**src/design/ryuv_pkg.sv**
```systemverilog
package ryuv_pkg;

  typedef enum logic [1:0] {
    MODE_PASS = 2'd0,
    MODE_Y    = 2'd1,
    MODE_U    = 2'd2,
    MODE_V    = 2'd3
  } color_mode_e;

  typedef struct packed {
    logic [7:0] red;
    logic [7:0] green;
    logic [7:0] blue;
  } pixel_t;

  // Accumulator width: every weighted sum plus its offset stays below 2**24,
  // and one extra bit carries the sign of the intermediate terms.
  localparam int unsigned AccW = 25;
  localparam int unsigned FracW = 16;

  typedef logic signed [AccW-1:0] acc_t;

  // Q0.16 coefficients, rounded to nearest.
  localparam acc_t CoefYR = 25'sd16843;
  localparam acc_t CoefYG = 25'sd33030;
  localparam acc_t CoefYB = 25'sd6423;
  localparam acc_t CoefUR = -25'sd9699;
  localparam acc_t CoefUG = -25'sd19071;
  localparam acc_t CoefUB = 25'sd28770;
  localparam acc_t CoefVR = 25'sd28770;
  localparam acc_t CoefVG = -25'sd24117;
  localparam acc_t CoefVB = -25'sd4653;

  localparam acc_t OffsetY  = acc_t'(16) <<< FracW;
  localparam acc_t OffsetUV = acc_t'(128) <<< FracW;

  // Floor shift by the fraction width, then saturate to 0..255.
  function automatic logic [7:0] clamp_component(input acc_t acc);
    acc_t       level;
    logic [7:0] res;
    level = acc >>> FracW;
    if (acc[AccW-1]) begin
      res = 8'd0;
    end else if (level > acc_t'(255)) begin
      res = 8'd255;
    end else begin
      res = level[7:0];
    end
    return res;
  endfunction

endpackage

```
**src/design/ryuv_pixel_in_if.sv**
```systemverilog
interface ryuv_pixel_in_if;
  logic       valid;
  logic       ready;
  logic [7:0] in_red;
  logic [7:0] in_green;
  logic [7:0] in_blue;

  modport source (output valid, output in_red, output in_green, output in_blue, input ready);
  modport sink   (input valid, input in_red, input in_green, input in_blue, output ready);
endinterface

```
**src/design/ryuv_pixel_out_if.sv**
```systemverilog
interface ryuv_pixel_out_if;
  logic       valid;
  logic       ready;
  logic [7:0] out_red;
  logic [7:0] out_green;
  logic [7:0] out_blue;

  modport source (output valid, output out_red, output out_green, output out_blue, input ready);
  modport sink   (input valid, input out_red, input out_green, input out_blue, output ready);
endinterface

```
**src/design/ryuv_cfg_if.sv**
```systemverilog
interface ryuv_cfg_if;
  logic       valid;
  logic       ready;
  logic [1:0] color_mode;

  modport source (output valid, output color_mode, input ready);
  modport sink   (input valid, input color_mode, output ready);
endinterface

```
**src/design/rgb_to_yuv_channel_view_unit.sv**
```systemverilog
// RGB to YUV channel viewer.
// Pixels enter on in_i and leave on out_o; both are valid/ready channels and
// a transfer happens on a clock edge with valid and ready high. cfg_i writes
// the two-bit color mode (pass-through, Y, U or V) and is always ready; it
// should only be written while no pixel is in flight.
// Each pixel is captured in an input register, converted by one layer of
// constant multiplies, a sum and a clamp, and lands in the output register.
// out_o.valid rises once the pixel has moved from the input register into the
// output register, and the block takes one pixel every cycle as long as the
// sink keeps up.
// When the sink stalls, the output register holds its pixel, the input
// register fills behind it, and in_i.ready drops once both are occupied;
// nothing is dropped or repeated. Throughput is set by the two-stage
// register chain with no internal iteration.
// Reset empties both stages and sets the mode to pass-through.
module rgb_to_yuv_channel_view_unit (
  input  logic        clk_i,
  input  logic        rst_ni,
  ryuv_pixel_in_if.sink     in_i,
  ryuv_pixel_out_if.source  out_o,
  ryuv_cfg_if.sink          cfg_i
);

  ryuv_pkg::color_mode_e mode_q;
  logic                  s1_valid_q;
  ryuv_pkg::pixel_t      s1_pix_q;
  logic                  s2_valid_q;
  ryuv_pkg::pixel_t      s2_pix_q;
  ryuv_pkg::pixel_t      s2_pix_d;
  logic                  s2_load;
  logic                  s1_load;

  assign cfg_i.ready = 1'b1;

  always_ff @(posedge clk_i or negedge rst_ni) begin
    if (!rst_ni) begin
      mode_q <= ryuv_pkg::MODE_PASS;
    end else if (cfg_i.valid) begin
      mode_q <= ryuv_pkg::color_mode_e'(cfg_i.color_mode);
    end
  end

  // The output stage accepts whenever it is empty or its pixel is leaving.
  assign s2_load    = !s2_valid_q || out_o.ready;
  assign in_i.ready = !s1_valid_q || s2_load;
  assign s1_load    = in_i.valid && in_i.ready;

  always_ff @(posedge clk_i or negedge rst_ni) begin
    if (!rst_ni) begin
      s1_valid_q <= 1'b0;
      s2_valid_q <= 1'b0;
    end else begin
      if (in_i.ready) begin
        s1_valid_q <= in_i.valid;
      end
      if (s2_load) begin
        s2_valid_q <= s1_valid_q;
      end
    end
  end

  always_ff @(posedge clk_i) begin
    if (s1_load) begin
      s1_pix_q <= '{red: in_i.in_red, green: in_i.in_green, blue: in_i.in_blue};
    end
    if (s2_load && s1_valid_q) begin
      s2_pix_q <= s2_pix_d;
    end
  end

  ryuv_convert u_convert (
    .pix_i  (s1_pix_q),
    .mode_i (mode_q),
    .pix_o  (s2_pix_d)
  );

  assign out_o.valid     = s2_valid_q;
  assign out_o.out_red   = s2_pix_q.red;
  assign out_o.out_green = s2_pix_q.green;
  assign out_o.out_blue  = s2_pix_q.blue;

endmodule

```
**src/design/ryuv_convert.sv**
```systemverilog
module ryuv_convert (
  input  ryuv_pkg::pixel_t      pix_i,
  input  ryuv_pkg::color_mode_e mode_i,
  output ryuv_pkg::pixel_t      pix_o
);

  ryuv_pkg::acc_t r_ext;
  ryuv_pkg::acc_t g_ext;
  ryuv_pkg::acc_t b_ext;
  ryuv_pkg::acc_t acc_y;
  ryuv_pkg::acc_t acc_u;
  ryuv_pkg::acc_t acc_v;
  logic [7:0]     pick;

  assign r_ext = ryuv_pkg::acc_t'({17'd0, pix_i.red});
  assign g_ext = ryuv_pkg::acc_t'({17'd0, pix_i.green});
  assign b_ext = ryuv_pkg::acc_t'({17'd0, pix_i.blue});

  // Products are exact in the accumulator width, so wrapping never occurs.
  assign acc_y = r_ext * ryuv_pkg::CoefYR + g_ext * ryuv_pkg::CoefYG
               + b_ext * ryuv_pkg::CoefYB + ryuv_pkg::OffsetY;
  assign acc_u = r_ext * ryuv_pkg::CoefUR + g_ext * ryuv_pkg::CoefUG
               + b_ext * ryuv_pkg::CoefUB + ryuv_pkg::OffsetUV;
  assign acc_v = r_ext * ryuv_pkg::CoefVR + g_ext * ryuv_pkg::CoefVG
               + b_ext * ryuv_pkg::CoefVB + ryuv_pkg::OffsetUV;

  always_comb begin
    case (mode_i)
      ryuv_pkg::MODE_Y: pick = ryuv_pkg::clamp_component(acc_y);
      ryuv_pkg::MODE_U: pick = ryuv_pkg::clamp_component(acc_u);
      ryuv_pkg::MODE_V: pick = ryuv_pkg::clamp_component(acc_v);
      default:          pick = 8'd0;
    endcase
    if (mode_i == ryuv_pkg::MODE_PASS) begin
      pix_o = pix_i;
    end else begin
      pix_o = '{red: pick, green: pick, blue: pick};
    end
  end

endmodule
```
**src/flat_wrapper.sv**
```systemverilog
// flat-port wrapper written by rule: the top's interface ports become plain ports
module rgb_to_yuv_channel_view_unit_flat 
  (clk_i, rst_ni, in_i_valid, in_i_in_red, in_i_in_green, in_i_in_blue, in_i_ready, out_o_valid, out_o_out_red, out_o_out_green, out_o_out_blue, out_o_ready, cfg_i_valid, cfg_i_color_mode, cfg_i_ready);
  ryuv_pixel_in_if in_i_i ();
  ryuv_pixel_out_if out_o_i ();
  ryuv_cfg_if cfg_i_i ();
  input  logic clk_i;
  input  logic rst_ni;
  input wire logic [$bits(in_i_i.valid)-1:0] in_i_valid;
  input wire logic [$bits(in_i_i.in_red)-1:0] in_i_in_red;
  input wire logic [$bits(in_i_i.in_green)-1:0] in_i_in_green;
  input wire logic [$bits(in_i_i.in_blue)-1:0] in_i_in_blue;
  output wire logic [$bits(in_i_i.ready)-1:0] in_i_ready;
  output wire logic [$bits(out_o_i.valid)-1:0] out_o_valid;
  output wire logic [$bits(out_o_i.out_red)-1:0] out_o_out_red;
  output wire logic [$bits(out_o_i.out_green)-1:0] out_o_out_green;
  output wire logic [$bits(out_o_i.out_blue)-1:0] out_o_out_blue;
  input wire logic [$bits(out_o_i.ready)-1:0] out_o_ready;
  input wire logic [$bits(cfg_i_i.valid)-1:0] cfg_i_valid;
  input wire logic [$bits(cfg_i_i.color_mode)-1:0] cfg_i_color_mode;
  output wire logic [$bits(cfg_i_i.ready)-1:0] cfg_i_ready;
  assign in_i_i.valid = in_i_valid;
  assign in_i_i.in_red = in_i_in_red;
  assign in_i_i.in_green = in_i_in_green;
  assign in_i_i.in_blue = in_i_in_blue;
  assign in_i_ready = in_i_i.ready;
  assign out_o_valid = out_o_i.valid;
  assign out_o_out_red = out_o_i.out_red;
  assign out_o_out_green = out_o_i.out_green;
  assign out_o_out_blue = out_o_i.out_blue;
  assign out_o_i.ready = out_o_ready;
  assign cfg_i_i.valid = cfg_i_valid;
  assign cfg_i_i.color_mode = cfg_i_color_mode;
  assign cfg_i_ready = cfg_i_i.ready;
  rgb_to_yuv_channel_view_unit u_core (.clk_i(clk_i), .rst_ni(rst_ni), .in_i(in_i_i), .out_o(out_o_i), .cfg_i(cfg_i_i));
endmodule
```
**config.mk**
```make
export PLATFORM = sky130hd
export DESIGN_NAME = rgb_to_yuv_channel_view_unit_flat
export DESIGN_NICKNAME = d
export VERILOG_FILES = /design/src/design/ryuv_pkg.sv /design/src/design/ryuv_pixel_in_if.sv /design/src/design/ryuv_pixel_out_if.sv /design/src/design/ryuv_cfg_if.sv /design/src/design/rgb_to_yuv_channel_view_unit.sv /design/src/design/ryuv_convert.sv /design/src/flat_wrapper.sv
export SDC_FILE = /design/constraint.sdc
export NUM_CORES = 1
export LEC_CHECK = 0
export ABC_AREA = 1
export BUFFER_PORTS_ARGS = -buffer_cell sky130_fd_sc_hd__buf_2
export CAP_MARGIN = 20
export CORE_ASPECT_RATIO = 0.8
export CORE_UTILIZATION = 45
export CTS_BUF_LIST = sky130_fd_sc_hd__clkbuf_8 sky130_fd_sc_hd__clkbuf_16
export CTS_CLUSTER_SIZE = 14
export DETAILED_ROUTE_END_ITERATION = 8
export MAX_ROUTING_LAYER = met4
export PLACE_DENSITY = 0.62
export SETUP_SLACK_MARGIN = 0.3
export SYNTH_ARGS = -nofsm -noshare
export SYNTH_HDL_FRONTEND = slang
export SYNTH_SLANG_ARGS = --single-unit
```
**constraint.sdc**
```tcl
create_clock -name clk_i -period 10.5 [get_ports clk_i]
set_input_delay 0 -clock clk_i [delete_from_list [all_inputs] [get_ports clk_i]]
set_output_delay 0 -clock clk_i [all_outputs]
set_load 0.1 [all_outputs]
```
# Yosys cells after proc, flatten, opt, wreduce, memory -nomap -nowiden
# Index checks and enable logic that the tools add are counted.
totals:
  latchBits: 0
  n_memories: 0
  ram_bits: 0
  output_inout_bits: 27
  input_bits: 31
  rom_bits: 0
  ff_bits: 52
  word_cells: 48
classes:
  mux: 8
  n_div: 0
  bitwise: 0
  n_eq_ne: 3
  n_lt_le_gt_ge: 3
  add_sub_neg: 9
  mul: 9
  shift: 0
  n_reduce_logical: 7
op_table:
  columns: ["operator", "n"]
  rows:
  - ["adder 24 x 25 -> 25 bit", 2]
  - ["adder 25 bit, second input constant", 2]
  - ["multiplier 9 x 16 -> 25 bit, second input constant", 2]
  - ["2-to-1 mux 8 bit", 6]
  - ["multiplier 8 x 15 -> 23 bit, second input constant", 2]
  - ["multiplier 8 x 14 -> 22 bit, second input constant", 2]
  - ["> comparator 9 bit, second input constant", 3]
  - ["adder 25 x 22 -> 25 bit", 1]
  - ["adder 25 x 22 -> 25 bit, second input constant", 1]
  - ["adder 25 x 23 -> 25 bit", 1]
  - ["adder 25 x 24 -> 25 bit", 1]
  - ["adder 25 bit", 1]
  - ["multiplier 9 x 15 -> 24 bit, second input constant", 1]
  - ["2-to-1 mux 24 bit", 1]
  - ["one-hot mux 8 bit (3 select lines)", 1]
  - ["multiplier 9 x 14 -> 23 bit, second input constant", 1]
  - ["multiplier 8 x 13 -> 21 bit, second input constant", 1]
  - ["== test 2 bit, second input constant", 2]
  - ["== test 2 x 1 -> 1 bit, second input constant", 1]
  - ["logical AND 1 bit", 2]
  - ["logical NOT 1 bit", 2]
  - ["logical NOT 2 bit", 1]
  - ["logical OR 1 bit", 2]

# Depth between registers and ports, before layout
# Gate-level depths: netlist (run 1).
logic_depth:
  ltp_word: 9
  ltp_mapped: 39
  ltp_nobuf: 39

# By module
# A second synthesis (run 1) with hierarchy kept.
hier_totals:
  cells_unflattened: 2676
  area_unflattened_um2: 22429.0
by_module_without_submodules:
  columns: ["mod", "cells_each", "seq_area_each_um2", "instances", "area_each_um2"]
  rows:
  - ["ryuv_convert", 2606, 0.0, 1, 20806.2]
  - ["rgb_to_yuv_channel_view_unit", 70, 1541.5, 1, 1622.8]

# Least setup slack after synthesis (run 1)
# OpenSTA, ideal clock, no wires.
synth_path:
  kind: "reg2reg"
  from: "register u_core.s1_pix_q[17] (netlist bit)"
  to: "register u_core.s2_pix_q, in the netlist u_core.out_o.out_blue[3], data pin"
  stages_incl_launch_ff: 36
  t_arrival_ns: 6.817
  setup_slack_ns: 3.418
  required_ns: 10.235
  setup_time_ns: 0.265
  path_cell_list: "edfxtp_1 > ha_1 > ha_1 > inv_1 > fa_1 > inv_1 > ha_1 > fa_1 > a21oi_1 > o21bai_1 > nand3_1 > nand2_1 > nand3_1 > nand2_1 > a21oi_1 > nor2_1 > nor2_1 > xnor2_1 > fa_1 > fa_1 > inv_1 > fa_1 > fa_1 > inv_1 > ha_1 > nand2_1 > nor2_1 > inv_1 > nor3_1 > nand4_1 > nand3_1 > nand2_1 > nand2_1 > nor2_1 > nand2_1 > nand4_1"
synth_rtl:
  columns: ["item", "line", "text"]
  rows:
  - ["from (decl)", "rgb_to_yuv_channel_view_unit.sv:26", "ryuv_pkg::pixel_t s1_pix_q;"]
  - ["from (signal assigned)", "rgb_to_yuv_channel_view_unit.sv:64", "s1_pix_q <= '{red: in_i.in_red, green: in_i.in_green, blue: in_i.in_blue};"]
  - ["to (signal assigned)", "rgb_to_yuv_channel_view_unit.sv:67", "s2_pix_q <= s2_pix_d;"]
  - ["to (decl)", "rgb_to_yuv_channel_view_unit.sv:28", "ryuv_pkg::pixel_t s2_pix_q;"]

==> results of run 1 <==
## critical path: cells and delay by family, from the launching register on
kind | cells | cell delay, ns
compound gates | 5 | 1.43
xor+xnor | 1 | 0.22
fa+ha+maj | 10 | 4.56
buf+inv | 6 | 0.69
flops | 1 | 0.33
simple gates | 8 | 1.06
## layout make-up
type                    instances  area (um^2)
flip-flops and latches         52         1541
fillers                      4843        25190
diodes                          2        5.005
well taps                     675        844.6
repair buffers                115        830.8
multi-input cells            1912        18340
clock buffers                   5        125.1
clock inverters                 3        25.02
inverters                     718         2695
## kinds of logic after synthesis
family	synth area share [%]
other cells	0.01660
flops	6.823
xor+xnor	3.567
fa+ha+maj	56.39
simple gates	14.65
buf+inv	12.03
mux	0.04984
compound gates	6.474
## per-stage QoR
stage	setup WS, ns	util, %
6_report	1.920	49.20
5_1_grt	1.543	49.20
4_1_cts	2.092	49.14
3_5_place_dp	2.137	48.19
3_3_place_gp	2.115	48.16
2_1_floorplan	3.418	-
## layout by cell type (no fill, tap or decap), types with 8 or more instances in the layout
cell	synthesis	layout
inv_1	714	714
ha_1	455	455
nand2_1	441	441
fa_1	352	352
a21oi_1	137	136
nor2_1	117	117
nand3_1	86	86
xor2_1	66	66
o21ai_0	58	58
buf_2	0	56
edfxtp_1	48	48
nand4_1	41	41
dlygate4sd3_1	0	32
xnor2_1	26	26
buf_4	2	25
nor3_1	23	23
o21bai_1	20	20
a21o_1	15	15
nand4_2	8	8
## registers in the layout (all words and copies together), names as in the netlist
register and cells:
u_core.s1_pix_q 24, u_core.s1_valid_q 1, u_core.out_o.valid 1, u_core.mode_q 2, u_core.out_o.out_blue 8, u_core.out_o.out_red 8, u_core.out_o.out_green 8
## worst paths after layout
| kind | start | endpoint | cells past startpoint | slack [ns] |
|---|---|---|---|---|
| hold / removal | rst_ni | u_core.out_o.valid$_DFFE_PN0P_ | 2 | 0.05 |
| setup / recovery | u_core.s1_pix_q[6]$_DFFE_PP_ | u_core.out_o.out_green[1]$_DFFE_PP_ | 30 | 1.92 |
| hold reg to reg | u_core.s1_valid_q$_DFFE_PN0N_ | u_core.out_o.valid$_DFFE_PN0P_ | 2 | 0.52 |
| min in group clk_i | in_i_in_blue[4] | u_core.s1_pix_q[4]$_DFFE_PP_ | 2 | 0.37 |
| setup reg to reg | u_core.s1_pix_q[6]$_DFFE_PP_ | u_core.out_o.out_green[1]$_DFFE_PP_ | 30 | 1.92 |
| max in group asynchronous | rst_ni | u_core.mode_q[0]$_DFFE_PN0P_ | 2 | 10.33 |
## layer usage
metal / vias to the layer above / GRT usage, %
met5: - / -
met4: 0 / 6.905
met3: 84 / 10.87
met2: 719 / 45.63
met1: 9039 / 46.50
li1: 8608 / -
==> summary.txt, run 1 <==
Outcome
  • Status: complete, but fails checks
  • Failing checks: design-rule violations

Yosys
  • Synth top area share: 31.19%
  • Syn Area/Cell: 8.411 um^2
  • Mapped Cells: about 2700
  • Dominant synthesized flop cell: edfxtp_1
  • YS warnings: 0
  • Syn Std Cell Area: 22590 um^2
  • EDFF count, synth: 48
  • Post-synthesis register bit count: 52
  • Mapped Nets: about 3500
  • Post-synthesis sequential area ratio: between 6 and 7%
  • Async set-or-reset flop fraction in the synthesized netlist: 7.692%
  • Synth unique cells: 53
  • Top cells by count, synth: inv_1 (714), ha_1 (455), nand2_1 (441), fa_1 (352), a21oi_1 (137)
  • Synth area leaders: fa_1 (31%), ha_1 (25%), inv_1 (12%)
  • Count leader, synth: inv_1
  • Post-synth top area cell: fa_1

Drt
  • DRC violations left: 1
  • Routed wl met2: 32020 um
  • DRT antenna net count: 0
  • First-pass DRT Iterations: 7
  • Final wirelength: 79330 um
  • Routed len/inst: 22.78 um
  • Iter 0 DRT Violations: 1624
  • Vias: 18450
  • Via density: 5.299
  • Max Used Layer: met4
  • M1 wire length: 36720 um
  • Wire length on met3: 8737 um

STA
  • Slew headroom: roughly two fifths
  • Tightest Pin Transition: about 0.9 ns
  • Highest Clock Rate: 116.5 MHz
  • Count of pins over their slew limit: 0
  • Final setup violation count: 0
  • Fin crit period: around 8.6 ns
  • RSZ-0062 raised after global routing: false
  • Hold Slack: 0.05117 ns
  • Hold Vio Cnt, Final: 0
  • Layout Skew: 0.02038 ns
  • Period utilization: roughly four fifths
  • Setup TNS: 0 ns

Placement
  • Detailed placer's ending HPWL: about 70000 um
  • GP Congestion: roughly 1.0
  • Placed cell area: 23900 um^2
  • Port bufs: 56
  • Placed cell count: between 3000 and 4000

Die
  • Die Y: 202.4 um
  • Die Span X: 252.5 um
  • Site Rows: 73
  • Die footprint: 51110 um^2
  • Initial Util: about 46%
  • CORE AREA: 49600 um^2
  • Ports: 58

CTS
  • CTS sink cnt: 52
  • TritonCTS clock tree: done
  • Post-CTS Resized: 0
  • Post-CTS setup buffers: 0
  • Clock Root Buffer: clkbuf_16
  • Clock transition at path regs: 0.08 ns
  • # H-tree levels: 2
  • CTS Hold Bufs: 32
  • Longest Clk Path Bufs: 2
  • Cts bufs inserted: 5
  • Latest clock arrival within the worst-skew pair: 0.33 ns

GRT
  • Antenna violations before repair: 3
  • First-pass GRT wire length: 118100 um
  • Largest net degree at the start of global routing: 25
  • Total track usage: 32.99%
  • Grt total ovfl: 0
  • Vias in the first global route: 18844

Critical path
  • Critical path's slowest cell: ha_1
  • Worst-path fanout max: 15
  • CP arrival: 8.63 ns
  • CP Capture Type: flip-flop
  • Slowest stage delay, CP: ~0.65 ns
  • CP Class: reg -> reg
  • CP Data Required Time: 10.55 ns
  • Most frequent CP cell: nand2_1
  • Critical path startpoint category: flip-flop

Job
  • Max Cap Violations: 0

Finish
  • Non-filler instance count after layout: 3482
  • Nets@finish: 3642
  • Proportion of layout cells with a drive suffix above 1: 4.742%
  • Area grow syn2layout: 8.019%
  • Fin area: 24400 um^2

Min path
  • Hold Crit Class: in -> async
Power of run 1 is not shown: default switching activity piles up to over one toggle a cycle in this logic, so the estimate is an artifact.
==> run 2, diff against run 1 <==
clock period = 8.5 ns   (was 10.5 ns; I/O delays follow)
==> run 2 against run 1 <==
Compared with the run above: the run still ends with design-rule violations left; sequential cell count unchanged; final cell count increased by 1.0%; die area unchanged; routed wire length increased by 2.3%; core utilization increased by 0.73 points; sequential share of layout area decreased by 0.093 points; fmax increased by 8.6%; first-iteration DRC count increased by 2.2%; worst setup slack got worse by 1.3 ns; clock-buffer cell count unchanged; critical path type unchanged.
==> summary.txt, run 2 (synthesized netlist as in run 1, its figures left out) <==
Outcome
  • Status: complete, but fails checks
  • Failing checks: design-rule violations

GRT
  • Vias in the first global route: 19389 (+2.9%)
  • Largest net degree at the start of global routing: 25 (unchanged)
  • Antenna violations before repair: 1 (-2)
  • Grt total ovfl: 0 (unchanged)
  • First-pass GRT wire length: 121400 um (+2.8%)
  • Total track usage: 33.72% (+0.73 points)

CTS
  • CTS sink cnt: 52 (unchanged)
  • Latest clock arrival within the worst-skew pair: 0.34 ns (about the same)
  • Clock transition at path regs: 0.09 ns (about the same)
  • Longest Clk Path Bufs: 2 (unchanged)
  • Clock Root Buffer: clkbuf_16
  • TritonCTS clock tree: done
  • Cts bufs inserted: 5 (unchanged)
  • # H-tree levels: 2 (unchanged)

Min path
  • Hold Crit Class: in -> async

Critical path
  • CP Class: reg -> reg
  • CP Data Required Time: 8.57 ns (-1.98 ns)
  • CP Capture Type: flip-flop
  • Critical path's slowest cell: fa_1
  • CP arrival: 7.97 ns (-0.66 ns)
  • Critical path startpoint category: flip-flop
  • Reg-to-reg slack, setup: 0.60 ns (-1.32 ns)
  • Critical path origin: u_core.s1_pix_q[20]$_DFFE_PP_
  • Most frequent CP cell: inv_1
  • Crit path capture: u_core.out_o.out_blue[5]$_DFFE_PP_
  • Reg2Reg Launch Point: u_core.s1_pix_q[20]$_DFFE_PP_
  • Worst R2R End: u_core.out_o.out_blue[5]$_DFFE_PP_
  • Worst-path fanout max: 8 (-7)
  • Slowest stage delay, CP: 0.84 ns (+0.19 ns)
  • Reg2reg path depth: 35 (+17%)

Finish
  • Commonest non-fill, non-tap cell in the layout: inv_1
  • FILL cells: 4808 (-0.72%)
  • Nets@finish: 3679 (+1.0%)
  • Most frequent cells in the layout: inv_1 (711), ha_1 (447), nand2_1 (441), fa_1 (352), a21oi_1 (131)
  • Most flops, register: u_core.s1_pix_q
  • Proportion of layout cells with a drive suffix above 1: 6.791% (+2.0 points)
  • Max reg flops: 24 (unchanged)
  • Area grow syn2layout: 9.626%

Drt
  • First-pass DRT Iterations: 7 (unchanged)
  • Routed len/inst: 23.07 um (+1.2%)
  • Iter 0 DRT Violations: 1659 (+2.2%)
  • Final wirelength: 81150 um (+2.3%)
  • Vias: 18805 (+1.9%)
  • DRC violations left: 1 (unchanged)
  • DRT antenna net count: 0 (unchanged)
  • Via density: 5.345 (+0.88%)

Die
  • Initial Util: 45.55% (unchanged)
  • Ports: 58 (unchanged)
  • Die Span X: 252.5 um (unchanged)
  • Site Rows: 73 (unchanged)
  • Die footprint: 51110 um^2 (unchanged)
  • CORE AREA: 49600 um^2 (unchanged)
  • Die Y: 202.4 um (unchanged)

STA
  • Setup TNS: 0 ns (unchanged)
  • Final setup violation count: 0 (unchanged)
  • RSZ-0062 raised after global routing: true
  • Hold Vio Cnt, Final: 0 (unchanged)
  • Tightest Pin Transition: 1.029 ns (+0.1110 ns)
  • Layout Skew: 0.02764 ns (+0.007263 ns)
  • Period utilization: 92.94% (+11 points)
  • Fin crit period: 7.900 ns (-0.6803 ns)
  • Highest Clock Rate: 126.6 MHz (+8.6%)
  • Slew headroom: 31.16% (-7.4 points)
  • Count of pins over their slew limit: 0 (unchanged)

Placement
  • GP Congestion: 1.024 (+0.80%)
  • Detailed placer's ending HPWL: 71690 um (+2.4%)
  • Port bufs: 56 (unchanged)

Job
  • Max Cap Violations: 0 (unchanged)
[run 2: cell types whose count changed in the layout (fill, tap and decap cells not counted), moves of 3 or more]
cell,previous run,this run
a21oi_1,136,131
a21oi_2,2,7
buf_4,25,64
ha_1,455,447
ha_2,0,5
ha_4,0,3
inv_1,714,711
[run 2: timing repair]
| action | in CTS | in global routing |
|---|---|---|
| buffers inserted | 0 | 14 |
| setup endpoints to repair | 0 | 24 |
| resized for setup | 0 | 27 |
| hold buffers | 32 | 0 |
| endpoints found under the hold margin | 32 | 0 |
[run 2: how the worst min path moves through the flow]
stage | slack [ns] | end | startpoint
CTS | 0.02 | u_core.s1_valid_q$_DFFE_PN0N_ | rst_ni
floorplan | -0.30 | u_core.mode_q[0]$_DFFE_PN0P_ | rst_ni
global placement | -0.19 | u_core.s1_valid_q$_DFFE_PN0N_ | rst_ni
global route | 0.03 | u_core.mode_q[0]$_DFFE_PN0P_ | rst_ni
finish | 0.03 | u_core.out_o.valid$_DFFE_PN0P_ | rst_ni
detailed placement | -0.19 | u_core.s1_valid_q$_DFFE_PN0N_ | rst_ni
[run 2: through the flow]
step | worst slack [ns] | instance area, um^2 | utilization (%) | hold WS, ns | cells
after floorplan | 1.418 | 22590 | - | -0.2956 | 2686
after global placement | 0.3259 | 24070 | 48.54 | -0.1883 | 3463
after detailed placement | 0.4056 | 24070 | 48.54 | -0.1858 | 3463
after CTS | 0.3442 | 24550 | 49.49 | 0.01612 | 3503
after global routing | 0.2931 | 24770 | 49.94 | 0.03107 | 3518
final | 0.6001 | 24770 | 49.94 | 0.02530 | 3518
[run 2: routing by layer]
layer	wire (um)	GRT usage, %	share of wire [%]	up-vias
li1	-	-	-	8679
met4	2283	8.398	2.8	0
met3	7456	6.207	9.2	104
met1	37480	48.56	46	9266
met5	0	-	0	-
met2	33930	48.53	42	756
[run 2: area by class of cell]
class                           instances  area [um^2]  share of cell area, %
Clock inverter                          3        27.53                 0.1111
Tap cell                              675        844.6                  3.410
Clock buffer                            5        125.1                 0.5052
Multi-Input combinational cell       1912        18440                  74.46
Antenna cell                            1        2.502                0.01010
Sequential cell                        52         1541                  6.224
Timing Repair Buffer                  152         1081                  4.365
Inverter                              718         2703                  10.91
[run 2: critical path, delay by kind of cell (launching register included)]
kind / cells / cell delay, ns
AND/OR/NAND/NOR: 13 / 1.25
AO/OA/AOI/OAI: 4 / 0.61
buffers and inverters: 8 / 0.58
adder cells (fa/ha/maj): 9 / 4.44
flip-flops: 1 / 0.57
XOR/XNOR: 1 / 0.16
Power of run 2 is left out for the same reason.
==> run 3, diff against run 2 <==
CTS_BUF_LIST = default   (was sky130_fd_sc_hd__clkbuf_8 sky130_fd_sc_hd__clkbuf_16)
REMOVE_ABC_BUFFERS = 1   (was default)
SYNTH_HIERARCHICAL = 1   (was default)
==> run 3 against run 2 <==
Compared with the run above: the flow now finishes without violations; sequential cell count unchanged; routed wire length decreased by 7.9%; core utilization increased by 0.56 points; clock-buffer cell count unchanged; clock skew decreased by 0.014 ns; first-iteration DRC count decreased by 20%; die area decreased by 0.71%; worst setup slack improved by 0.020 ns.
==> summary.txt, run 3 <==
STA
  • Highest Clock Rate: 126.9 MHz (+0.25%)
  • Final setup violation count: 0 (unchanged)
  • Slew headroom: 53.03% (+22 points)
  • RSZ-0062 raised after global routing: false
  • Hold Slack: 0.3575 ns (+0.3321 ns)
  • Fin crit period: 7.880 ns (-0.01953 ns)
  • Layout Skew: 0.01375 ns (-0.01389 ns)
  • Tightest Pin Transition: 0.7019 ns (-0.3269 ns)
  • Hold Vio Cnt, Final: 0 (unchanged)
  • Setup TNS: 0 ns (unchanged)
  • Period utilization: 92.71% (-0.23 points)
  • Count of pins over their slew limit: 0 (unchanged)

Placement
  • Port bufs: 56 (unchanged)
  • Detailed placer's ending HPWL: 66240 um (-7.6%)
  • Placed cell count: 3446 (-0.49%)
  • GP Congestion: 0.9911 (-3.2%)

CTS
  • Cts bufs inserted: 5 (unchanged)
  • Longest Clk Path Bufs: 2 (unchanged)
  • Clock transition at path regs: 0.09 ns (about the same)
  • CTS sink cnt: 52 (unchanged)
  • Latest clock arrival within the worst-skew pair: 0.34 ns (about the same)
  • TritonCTS clock tree: done
  • # H-tree levels: 2 (unchanged)
  • Clock Root Buffer: clkbuf_16

Min path
  • Hold Crit Depth: 2
  • Hold Path Sink: u_core/s1_pix_q[12]$_DFFE_PP_
  • Hold Startpoint: in_i_in_green[4]
  • Hold Crit Class: in -> reg

Critical path
  • Worst R2R End: u_core/out_o.out_green[7]$_DFFE_PP_
  • Worst-path fanout max: 7 (-1)
  • Most frequent CP cell: inv_1
  • Slowest stage delay, CP: 0.74 ns (-0.10 ns)
  • CP arrival: 8.07 ns (+0.10 ns)
  • CP Capture Type: flip-flop
  • Critical path's slowest cell: fa_2
  • CP Class: reg -> reg
  • Reg2Reg Launch Point: u_core/s1_pix_q[1]$_DFFE_PP_
  • CP Data Required Time: 8.69 ns (+0.12 ns)
  • Critical path startpoint category: flip-flop
  • Reg-to-reg slack, setup: 0.62 ns (+0.02 ns)
  • Reg2reg path depth: 32 (-8.6%)

Finish
  • Area grow syn2layout: 9.718% (about the same)
  • Proportion of layout cells with a drive suffix above 1: 6.526% (-0.27 points)
  • Max reg flops: 24 (unchanged)
  • Most frequent cells in the layout: inv_1 (732), ha_1 (456), nand2_1 (427), fa_1 (343), a21oi_1 (130)
  • Non-filler instance count after layout: 3502 (-0.45%)
  • Nets@finish: 3669 (-0.27%)
  • Multi-input logic area: 18180 um^2 (-1.4%)
  • Most flops, register: u_core/s1_pix_q
  • FILL cells: 4648 (-3.3%)
  • Util after Layout: 50.49% (+0.56 points)
  • Commonest non-fill, non-tap cell in the layout: inv_1
  • Register area: 1541 um^2 (unchanged)

Drt
  • Iter 0 DRT Violations: 1333 (-20%)
  • Vias: 18385 (-2.2%)
  • Final wirelength: 74720 um (-7.9%)
  • DRC violations left: 0 (-1)
  • First-pass DRT Iterations: 8 (+1)
  • Routed len/inst: 21.34 um (-7.5%)
  • Via density: 5.250 (-1.8%)
  • DRT antenna net count: 0 (unchanged)

Yosys
  • Top cells by count, synth: inv_1 (732), ha_1 (459), nand2_1 (428), fa_1 (345), a21oi_1 (134)
  • Synth top area share: 30.79% (-0.40 points)
  • YS warnings: 6 (+6)
  • Synth unique cells: 50 (-5.7%)
  • Count leader, synth: inv_1
  • EDFF count, synth: 48 (unchanged)
  • Syn Std Cell Area: 22430 um^2 (-0.72%)
  • Async set-or-reset flop fraction in the synthesized netlist: 7.692% (unchanged)
  • Post-synth top area cell: fa_1
  • Post-synthesis sequential area ratio: 6.873% (+0.049 points)
  • Syn Area/Cell: 8.382 um^2 (-0.35%)
  • Mapped Cells: 2676 (-0.37%)
  • Post-synthesis register bit count: 52 (unchanged)
  • Dominant synthesized flop cell: edfxtp_1
  • Synth area leaders: fa_1 (31%), ha_1 (26%), inv_1 (12%)

Job
  • Max Cap Violations: 0 (unchanged)

Outcome
  • Status: complete, no violations

GRT
  • Met2 Use GR: 47.90% (-0.63 points)
  • First-pass GRT wire length: 115300 um (-5.0%)
  • Global route hottest layer: met2
  • Antenna violations before repair: 1 (unchanged)
  • Vias in the first global route: 19181 (-1.1%)
  • Total track usage: 31.71% (-2.0 points)
  • Largest net degree at the start of global routing: 25 (unchanged)
  • Grt total ovfl: 0 (unchanged)
  • Global Route met1 Usage: 44.51% (-4.0 points)
  • Met3 usage: 4.463% (-1.7 points)

Die
  • Die Y: 201.7 um (-0.36%)
  • CORE AREA: 48740 um^2 (-1.7%)
  • Site Rows: 72 (-1.4%)
  • Die footprint: 50750 um^2 (-0.71%)
  • Initial Util: 46.02% (+0.47 points)
  • Die Span X: 251.6 um (-0.36%)
  • Ports: 58 (unchanged)
[run 3: cell types whose count changed in the layout (fill, tap and decap cells not counted), moves of 9 or more]
cell      change
inv_1        +21
fa_1          -9
nand2_1      -14
nor2_1       -13
o21bai_1     -14
nand3_1      +11
ha_1          +9
[run 3: how the worst max path moves through the flow]
| stage | start | end | slack (ns) | cells after the start |
|---|---|---|---|---|
| after global placement | u_core/s1_pix_q[3]$_DFFE_PP_ | u_core/out_o.out_green[6]$_DFFE_PP_ | 0.28 | 28 |
| after global routing | u_core/s1_pix_q[1]$_DFFE_PP_ | u_core/out_o.out_blue[0]$_DFFE_PP_ | 0.29 | 29 |
| final | u_core/s1_pix_q[1]$_DFFE_PP_ | u_core/out_o.out_green[7]$_DFFE_PP_ | 0.62 | 32 |
| after floorplan | u_core/s1_pix_q[2]$_DFFE_PP_ | u_core/out_o.out_blue[7]$_DFFE_PP_ | 1.26 | 30 |
| after detailed placement | u_core/s1_pix_q[3]$_DFFE_PP_ | u_core/out_o.out_green[6]$_DFFE_PP_ | 0.21 | 28 |
| after CTS | u_core/s1_pix_q[0]$_DFFE_PP_ | u_core/out_o.out_green[6]$_DFFE_PP_ | 0.42 | 33 |
[run 3: area by class of cell]
class,count,share of cell area (%)
antenna,1,0.01017
clock buffer,5,0.5084
clock inverter,3,0.1119
inverter,739,11.27
multi-input combinational,1882,73.90
sequential,52,6.264
tap,666,3.386
timing repair buffer,154,4.551
[run 3: metrics by stage]
step / cell area [um^2] / setup WS (ns)
after CTS: 24470 / 0.4244
after detailed placement: 23930 / 0.2077
after global routing: 24610 / 0.2870
final: 24610 / 0.6196
after global placement: 23930 / 0.2769
after floorplan: 22410 / 1.256
[run 3: critical path, delay by kind of cell (launching register included)]
kind            cells  cell delay, ns
compound gates      1            0.19
xor+xnor            2            0.38
simple gates       12            1.48
fa+ha+maj           9            4.58
flops               1            0.51
buf+inv             8            0.59
[run 3: metal layers]
metal / vias up / share of wire (%) / wire [um]
li1: 8662 / - / -
met1: 9026 / 47 / 34760
met2: 593 / 43 / 32480
met3: 104 / 6.9 / 5180
met4: 0 / 3.1 / 2309
met5: - / 0 / 0
[run 3: cell families (layout without fill, tap and decap cells)]
logic type	count (synthesis)	after routing	share of synthesized area, %
xor+xnor	101	101	3.944
compound gates	238	238	5.885
flops	52	52	6.873
buf+inv	742	901	12.43
other cells	1	2	0.01672
fa+ha+maj	804	804	56.40
simple gates	738	738	14.45
[run 3: timing repair]
item / 4_1_cts / 5_1_grt
setup endpoints to repair: 10 / 24
gates resized for setup: 0 / 19
endpoints found under the hold margin: 32 / 0
pin swaps: 0 / 2
hold buffers: 35 / 0
setup buffers: 6 / 6
Power of run 3 is left out for the same reason.
